[config.mk]
export PLATFORM = sky130hd
export DESIGN_NAME = binary_gcd_lcm_unit
export DESIGN_NICKNAME = d
export VERILOG_FILES = /design/src/rtl/core/bgcd_pkg.sv /design/src/rtl/core/binary_gcd_lcm_unit.sv /design/src/rtl/core/bgcd_ctrl.sv /design/src/rtl/core/bgcd_datapath.sv
export VERILOG_INCLUDE_DIRS = /design/src /design/src/rtl/core
export SDC_FILE = /design/constraint.sdc
export NUM_CORES = 2
export LEC_CHECK = 0
export BUFFER_PORTS_ARGS = -buffer_cell sky130_fd_sc_hd__buf_2
export CAP_MARGIN = 20
export CORE_MARGIN = 5
export CORE_UTILIZATION = 48
export CTS_CLUSTER_SIZE = 16
export DETAILED_ROUTE_END_ITERATION = 10
export PLACE_DENSITY_LB_ADDON = 0.3
export SLEW_MARGIN = 20
export SYNTH_ARGS = -nofsm -noshare
export SYNTH_HDL_FRONTEND = slang
export SYNTH_SLANG_ARGS = --single-unit
[constraint.sdc]
create_clock -name clk -period 20.1 [get_ports clk]
set_input_delay 4.02 -clock clk [delete_from_list [all_inputs] [get_ports clk]]
set_output_delay 4.02 -clock clk [all_outputs]
set_load 0.05 [all_outputs]
[src/rtl/core/assert_macros.svh]
// Assertion macros used by binary_gcd_lcm_unit.
// Define ASSERT_OFF to compile every check away.
`ifndef ASSERT_MACROS_SVH
`define ASSERT_MACROS_SVH

`ifndef ASSERT_OFF

// Same-cycle implication, ignored while reset is high.
`define ASSERT_IMPLY(label, clk, rst, ante, cons) \
  label: assert property (@(posedge clk) disable iff (rst) (ante) |-> (cons)) \
    else $error("same-cycle check failed");

// Next-cycle implication, ignored while reset is high.
`define ASSERT_NEXT(label, clk, rst, ante, cons) \
  label: assert property (@(posedge clk) disable iff (rst) (ante) |=> (cons)) \
    else $error("next-cycle check failed");

`else

`define ASSERT_IMPLY(label, clk, rst, ante, cons)
`define ASSERT_NEXT(label, clk, rst, ante, cons)

`endif

`endif

[src/rtl/core/bgcd_pkg.sv]
package bgcd_pkg;

  localparam int FIELD_BITS = 63;

  localparam logic [1:0] STATUS_OK        = 2'd0;
  localparam logic [1:0] STATUS_OVERFLOW  = 2'd1;
  localparam logic [1:0] STATUS_BOTH_ZERO = 2'd2;

  typedef struct packed {
    logic [FIELD_BITS-1:0] operand_a;
    logic [FIELD_BITS-1:0] operand_b;
  } bgcd_in_t;

  typedef struct packed {
    logic [FIELD_BITS-1:0] gcd_value;
    logic [FIELD_BITS-1:0] lcm_value;
    logic [1:0]            status;
  } bgcd_out_t;

  typedef enum logic [2:0] {
    S_IDLE,
    S_CHECK,
    S_STRIP,
    S_ODD,
    S_REDUCE,
    S_DIVIDE,
    S_MULT,
    S_FINISH
  } state_t;

  // Controller to datapath.
  typedef struct packed {
    logic load;
    logic strip_step;
    logic odd_step;
    logic reduce_step;
    logic div_init;
    logic div_step;
    logic mul_init;
    logic mul_step;
    logic out_load;
  } bgcd_cmd_t;

  // Datapath to controller.
  typedef struct packed {
    logic a_lsb;
    logic b_lsb;
    logic b_zero;
    logic op_zero;
    logic cnt_zero;
    logic out_free;
  } bgcd_stat_t;

endpackage

[src/rtl/core/binary_gcd_lcm_unit.sv]
// Binary gcd / lcm unit.
// Input channel (in_valid/in_ready/in_data) takes operand_a and operand_b; only
// the low VALUE_BITS bits of each are used. Output channel
// (out_valid/out_ready/out_data) returns gcd_value, lcm_value and status for
// every input transaction, in order.
// One transaction is worked on at a time; in_ready is high only while the
// controller is idle. After acceptance, a transaction with an operand of zero
// goes straight to its result; otherwise the unit strips the common factors
// of two, then the other factors of two in operand_a, runs the subtract loop
// one step per cycle, then a bit-serial divider and a bit-serial multiplier.
// A result waits in an output register while the receiver stalls; the next
// transaction is accepted and computed meanwhile, and only its final load
// waits for the register to drain.
// Reset (rst, synchronous) returns the controller to idle and drops any
// pending result.
`include "assert_macros.svh"

module binary_gcd_lcm_unit #(
  parameter int VALUE_BITS = 63
) (
  input  logic                clk,
  input  logic                rst,
  input  logic                in_valid,
  output logic                in_ready,
  input  bgcd_pkg::bgcd_in_t  in_data,
  output logic                out_valid,
  input  logic                out_ready,
  output bgcd_pkg::bgcd_out_t out_data
);
  import bgcd_pkg::*;

  localparam logic [FIELD_BITS-1:0] LCM_MAX = FIELD_BITS'({VALUE_BITS{1'b1}});

  bgcd_cmd_t  cmd;
  bgcd_stat_t stat;

  bgcd_ctrl u_ctrl (
    .clk      (clk),
    .rst      (rst),
    .in_valid (in_valid),
    .in_ready (in_ready),
    .stat     (stat),
    .cmd      (cmd)
  );

  bgcd_datapath #(
    .VALUE_BITS (VALUE_BITS)
  ) u_datapath (
    .clk       (clk),
    .rst       (rst),
    .in_data   (in_data),
    .cmd       (cmd),
    .stat      (stat),
    .out_valid (out_valid),
    .out_ready (out_ready),
    .out_data  (out_data)
  );

  `ASSERT_NEXT(a_one_in_flight, clk, rst, in_valid && in_ready, !in_ready)
  `ASSERT_IMPLY(a_load_only_free, clk, rst, cmd.out_load, !out_valid || out_ready)
  `ASSERT_IMPLY(a_zero_result, clk, rst, out_valid && out_data.status == STATUS_BOTH_ZERO, out_data.gcd_value == '0 && out_data.lcm_value == '0)
  `ASSERT_IMPLY(a_sat_result, clk, rst, out_valid && out_data.status == STATUS_OVERFLOW, out_data.lcm_value == LCM_MAX)
  `ASSERT_NEXT(a_stall_hold, clk, rst, out_valid && !out_ready, out_valid && $stable(out_data))

endmodule

[src/rtl/core/bgcd_ctrl.sv]
module bgcd_ctrl (
  input  logic                clk,
  input  logic                rst,
  input  logic                in_valid,
  output logic                in_ready,
  input  bgcd_pkg::bgcd_stat_t stat,
  output bgcd_pkg::bgcd_cmd_t  cmd
);
  import bgcd_pkg::*;

  state_t state, state_next;

  always_ff @(posedge clk) begin
    if (rst) begin
      state <= S_IDLE;
    end else begin
      state <= state_next;
    end
  end

  always_comb begin
    state_next = state;
    unique case (state)
      S_IDLE:   if (in_valid) state_next = S_CHECK;
      S_CHECK:  state_next = stat.op_zero ? S_FINISH : S_STRIP;
      S_STRIP:  if (stat.a_lsb || stat.b_lsb) state_next = S_ODD;
      S_ODD:    if (stat.a_lsb) state_next = S_REDUCE;
      S_REDUCE: if (stat.b_zero) state_next = S_DIVIDE;
      S_DIVIDE: if (stat.cnt_zero) state_next = S_MULT;
      S_MULT:   if (stat.cnt_zero) state_next = S_FINISH;
      S_FINISH: if (stat.out_free) state_next = S_IDLE;
      default:  state_next = S_IDLE;
    endcase
  end

  always_comb begin
    cmd      = '0;
    in_ready = 1'b0;
    unique case (state)
      S_IDLE: begin
        in_ready = 1'b1;
        cmd.load = in_valid;
      end
      S_CHECK: ;
      S_STRIP: cmd.strip_step = !(stat.a_lsb || stat.b_lsb);
      S_ODD:   cmd.odd_step = !stat.a_lsb;
      S_REDUCE: begin
        cmd.reduce_step = !stat.b_zero;
        cmd.div_init    = stat.b_zero;
      end
      S_DIVIDE: begin
        cmd.div_step = 1'b1;
        // last quotient bit: start the multiply in the same cycle
        cmd.mul_init = stat.cnt_zero;
      end
      S_MULT:   cmd.mul_step = 1'b1;
      S_FINISH: cmd.out_load = stat.out_free;
      default: ;
    endcase
  end

endmodule

[src/rtl/core/bgcd_datapath.sv]
module bgcd_datapath #(
  parameter int VALUE_BITS = 63
) (
  input  logic                 clk,
  input  logic                 rst,
  input  bgcd_pkg::bgcd_in_t   in_data,
  input  bgcd_pkg::bgcd_cmd_t  cmd,
  output bgcd_pkg::bgcd_stat_t stat,
  output logic                 out_valid,
  input  logic                 out_ready,
  output bgcd_pkg::bgcd_out_t  out_data
);
  import bgcd_pkg::*;

  localparam int KW = $clog2(VALUE_BITS);
  localparam logic [VALUE_BITS-1:0] VMAX = '1;

  logic [VALUE_BITS-1:0] a0, b0, a, b, g, rem, quo, acc;
  logic [KW-1:0]         k, cnt;
  logic                  ovf;

  logic [VALUE_BITS:0]   rem_sh, rem_sub;
  logic                  rem_ge;
  logic [VALUE_BITS+1:0] mul_sum;
  logic                  mul_over;
  logic                  a_gt_b;
  logic [VALUE_BITS-1:0] diff;
  bgcd_out_t             result;

  assign a_gt_b  = a > b;
  assign diff    = a_gt_b ? (a - b) : (b - a);
  assign rem_sh  = {rem, quo[VALUE_BITS-1]};
  assign rem_ge  = rem_sh >= {1'b0, g};
  assign rem_sub = rem_sh - {1'b0, g};
  // MSB-first shift-and-add; the partial product only grows
  assign mul_sum  = {1'b0, acc, 1'b0} +
                    {2'b00, (quo[VALUE_BITS-1] ? b0 : {VALUE_BITS{1'b0}})};
  assign mul_over = mul_sum > {2'b00, VMAX};

  always_ff @(posedge clk) begin
    if (cmd.load) begin
      a0 <= in_data.operand_a[VALUE_BITS-1:0];
      b0 <= in_data.operand_b[VALUE_BITS-1:0];
      a  <= in_data.operand_a[VALUE_BITS-1:0];
      b  <= in_data.operand_b[VALUE_BITS-1:0];
      k  <= '0;
    end else if (cmd.strip_step) begin
      a <= a >> 1;
      b <= b >> 1;
      k <= k + 1'b1;
    end else if (cmd.odd_step) begin
      a <= a >> 1;
    end else if (cmd.reduce_step) begin
      if (!b[0]) begin
        b <= b >> 1;
      end else begin
        if (a_gt_b) a <= b;
        b <= diff;
      end
    end

    if (cmd.div_init) begin
      g   <= a << k;
      rem <= '0;
      quo <= a0;
    end else if (cmd.div_step) begin
      rem <= rem_ge ? rem_sub[VALUE_BITS-1:0] : rem_sh[VALUE_BITS-1:0];
      quo <= {quo[VALUE_BITS-2:0], rem_ge};
    end else if (cmd.mul_step) begin
      quo <= {quo[VALUE_BITS-2:0], 1'b0};
    end

    if (cmd.mul_init) begin
      acc <= '0;
      ovf <= 1'b0;
    end else if (cmd.mul_step) begin
      acc <= mul_sum[VALUE_BITS-1:0];
      if (mul_over) ovf <= 1'b1;
    end

    if (cmd.div_init || cmd.mul_init) begin
      cnt <= KW'(VALUE_BITS - 1);
    end else if (cmd.div_step || cmd.mul_step) begin
      cnt <= cnt - 1'b1;
    end
  end

  always_comb begin
    if (a0 == '0 && b0 == '0) begin
      result.gcd_value = '0;
      result.lcm_value = '0;
      result.status    = STATUS_BOTH_ZERO;
    end else if (a0 == '0 || b0 == '0) begin
      result.gcd_value = FIELD_BITS'(a0 | b0);
      result.lcm_value = '0;
      result.status    = STATUS_OK;
    end else begin
      result.gcd_value = FIELD_BITS'(g);
      result.lcm_value = FIELD_BITS'(ovf ? VMAX : acc);
      result.status    = ovf ? STATUS_OVERFLOW : STATUS_OK;
    end
  end

  // output register: holds a finished transaction while the next one runs
  always_ff @(posedge clk) begin
    if (rst) begin
      out_valid <= 1'b0;
    end else if (cmd.out_load) begin
      out_valid <= 1'b1;
    end else if (out_ready) begin
      out_valid <= 1'b0;
    end
    if (cmd.out_load) out_data <= result;
  end

  assign stat.a_lsb    = a[0];
  assign stat.b_lsb    = b[0];
  assign stat.b_zero   = (b == '0);
  assign stat.op_zero  = (a0 == '0) || (b0 == '0);
  assign stat.cnt_zero = (cnt == '0);
  assign stat.out_free = !out_valid || out_ready;

endmodule

Word level (Yosys, flattened, before mapping)

Cells that the tools add are included.

Bits in registers: 649
Bits of input ports: 130
Output and inout port bits: 130
Word-level logic and storage cells: 108

Add/subtract/negate cells: 6
Order comparisons: 3
Equality and inequality tests: 15
Shift-type cells: 1
Multiplexer cells: 39
Bitwise gates (word level): 1
Reductions and logical operators: 26

Operators with widths:

| operator               | count |
|---|---|
| $mux W63               | 18 |
| $logic_not A63 Y1      | 3 |
| $sub A63 B63 Y63       | 3 |
| $mux W128              | 1 |
| $add A64 B63 Y65       | 1 |
| $gt A65 B63 Y1 const B | 1 |
| $ge A64 B63 Y1         | 1 |
| $gt A63 B63 Y1         | 1 |
| $or A63 B63 Y63        | 1 |
| $shl A63 B6 Y63        | 1 |
| $mux W3                | 8 |
| $pmux W3 S8            | 1 |
| $eq A3 B3 Y1 const B   | 4 |
| $ne A2 B1 Y1 const B   | 6 |
| $reduce_bool A4 Y1     | 3 |
| $mux W1                | 9 |
| $reduce_and A7 Y1      | 1 |
| $add A6 B1 Y6 const B  | 1 |
| $eq A3 B2 Y1 const B   | 2 |
| $logic_not A6 Y1       | 1 |
| $reduce_bool A3 Y1     | 2 |
| $sub A6 B1 Y6 const B  | 1 |
| $logic_or A1 B1 Y1     | 5 |
| $logic_not A1 Y1       | 4 |
| 10 further kinds       | 12 |

Logic depth before layout (Yosys ltp)

Word-level depth: 7
Gate-level depth with buffers: 18
Depth with buffers taken out: 14

Modules after synthesis

From an unflattened synthesis, not the netlist that was laid out.

Cells, all modules: 4943
Area, all modules: 45438.6 um^2

By module, submodules not included:

| module        | instances | cells each | area an instance (um^2) | seq. area each (um^2) |
|---|---|---|---|---|
| bgcd_datapath | 1         | 4900       | 45088.2                 | 17997.3 |
| bgcd_ctrl     | 1         | 43         | 350.3                   | 60.1 |

Worst setup path after synthesis

OpenSTA, ideal clock, no wires.

Path kind: in2reg
Start point: input out_ready
End point: register u_datapath.out_data[0] (netlist name)
Setup time: 616 ps
Data arrival time: 9408 ps
Data required time: 19484 ps
Setup slack: 10076 ps
Cell stages on the path: 2
Buffers on the path: 0
Cell sequence: nor2b_1 nor2_1

RTL lines:

| item            | line                      | source |
|---|---|---|
| start, declared | binary_gcd_lcm_unit.sv:27 | `input logic out_ready,` |

Worst setup path after layout

Start point: input in_valid
End point: register u_datapath.b[58] (data pin)

Longest elaborated chain between the ends: 2

Ends and longest elaborated chain:

| item                 | line                      | source |
|---|---|---|
| start, declared      | binary_gcd_lcm_unit.sv:23 | `input logic in_valid,` |
| $mux W1              | bgcd_ctrl.sv:39           | `unique case (state)` |
| $mux W63             | bgcd_datapath.sv:41       | `if (cmd.load) begin` |
| end signal, assigned | bgcd_datapath.sv:45       | `b <= in_data.operand_b[VALUE_BITS-1:0];` |
| end signal, assigned | bgcd_datapath.sv:49       | `b <= b >> 1;` |
| end signal, assigned | bgcd_datapath.sv:55       | `b <= b >> 1;` |
| end, declared        | bgcd_datapath.sv:18       | `logic [VALUE_BITS-1:0] a0, b0, a, b, g, rem, quo, acc;` |

No other way between the ends.
A chain may end at the register's enable or synchronous reset.

==> impl_metrics.yaml <==
status:
  run_status: "complete, no violations"
synth:
  synth_nets: 5438
  async_flop_share: 0
  synth_edf_count: 506
  ys_types: 87
  synth_seq_cells: 649
  synth_top_cell_by_area: "edfxtp_1"
  synth_top_area_frac: 0.340
  ys_top_cells_by_area: "edfxtp_1 (34%), ha_1 (7.2%), dfxtp_1 (6.4%), nand2_1 (6.0%), a21oi_1 (5.6%)"
  synth_ff_type: "edfxtp_1"
  yosysWarnings: 0
  ys_seq_area_frac: 0.404
  syn_inst: 5046
  syn_area_per_cell_um2: 8.85
  syn_area_um2: 44700
detailed_routing:
  wirelength_um: 167000
  viasPerCell: 6.23
  route.detailed.drc: 0
  drtIter0Drc: 4941
  post_drt_wl_per_cell_um: 26.1
  dr_total_vias: 40000
  first_pass_iters: 6
  ant_nets: 0
layout:
  final_area_um2: 49000
  finish.utilization: 0.527
  drive_gt1_frac: 0.105
  final_nets: 5503
  area_growth_syn_to_layout_pct: 9.69
power:
  ir_worst_vdd_uv: 208
  p_per_area_nw_per_um2: 191
  leakage_nw: 19.9
critical_path:
  crit_type: "in -> reg"
  start_kind: "primary input"
  cp.arrival_ps: 6960
  path_cells: "buf_2 > nand2_2 > inv_8 > buf_6 > buf_4 > nor3_1 > a311o_1 > a31oi_1"
  cp-end-kind: "register"
  max_stage_delay_ps: 750
  cp_max_fo: 154
  crit_slowest_cell: "buf_6"
  cp.required_ps: 20580
  r2r_slack_ps: 14530
placement:
  dp_hpwl_um: 131000
  post_dp_cell_area_um2: 46700
  portBuffers: 259
  gp_congestion: 1.02
clocking:
  root_buffer: "clkbuf_16"
  postCtsHoldBufs: 0
  cts-resized-gates: 0
  clock-sinks: 649
  htree_levels: 3
  cts_buffers: 68
  clk_path_buf_depth: 3
  path_clk_slew_ps: 60
  postCtsSetupBuffers: 0
  clk_latency_ps: 660
  cts_tree: "built"
timing:
  rsz0062_at_grt: "false"
  slew_headroom: 0.300
  tightest_slew_ps: 1040
  setup_viol: 0
  finalSetupTns_ps: 0
  timing_hold_violations_final: 0
  slew_violations: 0
  finalWorstPathRequiredPeriod_ps: 6480
  fmax_mhz: 154
  timing.final.crit_share: 0.322
  finalClockSkew_ps: 41.8
global_routing:
  met2_usage: 0.500
  overflow: 0
  grt_usage: 0.326
  antenna_found_initial: 3
  busiest_layer: "met2"
  grt_pass1_wl_um: 243000
  met3_usage: 0.0553
  met1_usage: 0.455
  grt_pass1_vias: 36900
  grt_start_max_net_pins: 155
die:
  ioPinCount: 260
  core_um2: 92900
  fp.dieW_um: 315
  initial_core_util: 0.481
  num_rows: 112
  die_area_um2: 99300
  die_h_um: 315
worst_hold_path:
  worst_hold_path_type: "reg -> reg"
flow_run:
  max_cap_violations: 0
## worst max-delay path: cells and delay by family
| family | cells | cell delay [ps] |
|---|---|---|
| buf+inv | 4 | 2210 |
| compound gates | 2 | 420 |
| simple gates | 2 | 220 |
## cell usage in the layout, fill, tap and decap left out, drive strengths merged, types with 110 or more instances in the layout
master	n
o21ai	464
nor2	362
buf	300
nand2	721
a21oi	499
inv	268
mux2i	183
edfxtp	506
a21o	110
dfxtp	143
ha	258
## synth_stat cells (all sizes together) (48+ instances only)
cell type,n
a31oi,64
nand4,76
clkbuf,229
o21ai,464
mux2i,183
ha,258
mux4,48
nand3,82
nor3,109
edfxtp,506
inv,260
xor2,64
nand2,721
a21oi,499
xnor2,108
o21a,89
nor4,64
and2,76
nor2,362
a21o,110
dfxtp,143
buf,76
o21bai,54
## per-stage QoR
step | total power [mW] | std cells | hold WS [ps] | setup slack [ps]
6_report | 9.34 | 6419 | 481 | 13620
5_1_grt | 9.90 | 6418 | 501 | 13340
4_1_cts | 9.20 | 6417 | 480 | 13320
3_5_place_dp | 7.88 | 6295 | 470 | 12650
3_3_place_gp | 7.86 | 6295 | 460 | 12710
2_1_floorplan | 6.11 | 5046 | 449 | 10080
## sequential cells by signal (all words and copies together) (netlist names)
name,count
u_datapath.ovf,1
u_datapath.a,63
u_datapath.b0,63
u_datapath.quo,63
u_datapath.k,6
u_datapath.acc,63
u_datapath.g,63
u_datapath.b,63
u_datapath.out_data,128
u_ctrl.state,3
u_datapath.out_valid,1
u_datapath.a0,63
u_datapath.cnt,6
u_datapath.rem,63
## cells by family after synthesis
kind of cell,synth area share
and+or+nand+nor,0.163
buffers and inverters,0.0500
xor gates and xnor gates,0.0337
DFF,0.404
adders and majority gates,0.0740
muxes,0.0749
AOI/OAI and AO/OA,0.201
## power breakdown
group          internal [mW]  leakage (nW)  switching, mW
sequential              2.01          5.82          0.511
combinational           2.00          13.0           3.51
clock                  0.742          1.10          0.564
total                   4.75          19.9           4.59
## area by class of cell
| class | count | area, um^2 |
|---|---|---|
| fillers | 8654 | 43900 |
| multi-input cells | 3830 | 24500 |
| flip-flops and latches | 649 | 18100 |
| clock buffers | 80 | 1810 |
| repair buffers | 300 | 1610 |
| well taps | 1254 | 1570 |
| inverters | 262 | 993 |
| clock inverters | 42 | 444 |
| diodes | 2 | 5.00 |
## metal layers
| metal | share of wire | up-vias |
|---|---|---|
| li1 | - | 18400 |
| met1 | 0.41 | 19000 |
| met2 | 0.44 | 2187 |
| met3 | 0.10 | 366 |
| met4 | 0.054 | 2 |
| met5 | 0.000078 | - |
## path summary, 6_finish.rpt
| path | from | end | depth (start not counted) |
|---|---|---|---|
| setup / recovery | in_valid | u_datapath.b[58]$_DFFE_PP_ | 8 |
| hold / removal | u_datapath.acc[13]$_SDFFE_PP0P_ | u_datapath.acc[13]$_SDFFE_PP0P_ | 2 |
| setup reg to reg | u_datapath.quo[62]$_DFFE_PP_ | u_datapath.rem[54]$_SDFFE_PP0P_ | 16 |
| hold reg to reg | u_datapath.acc[13]$_SDFFE_PP0P_ | u_datapath.acc[13]$_SDFFE_PP0P_ | 2 |
No activity file was read; power rests on OpenSTA's default activity.
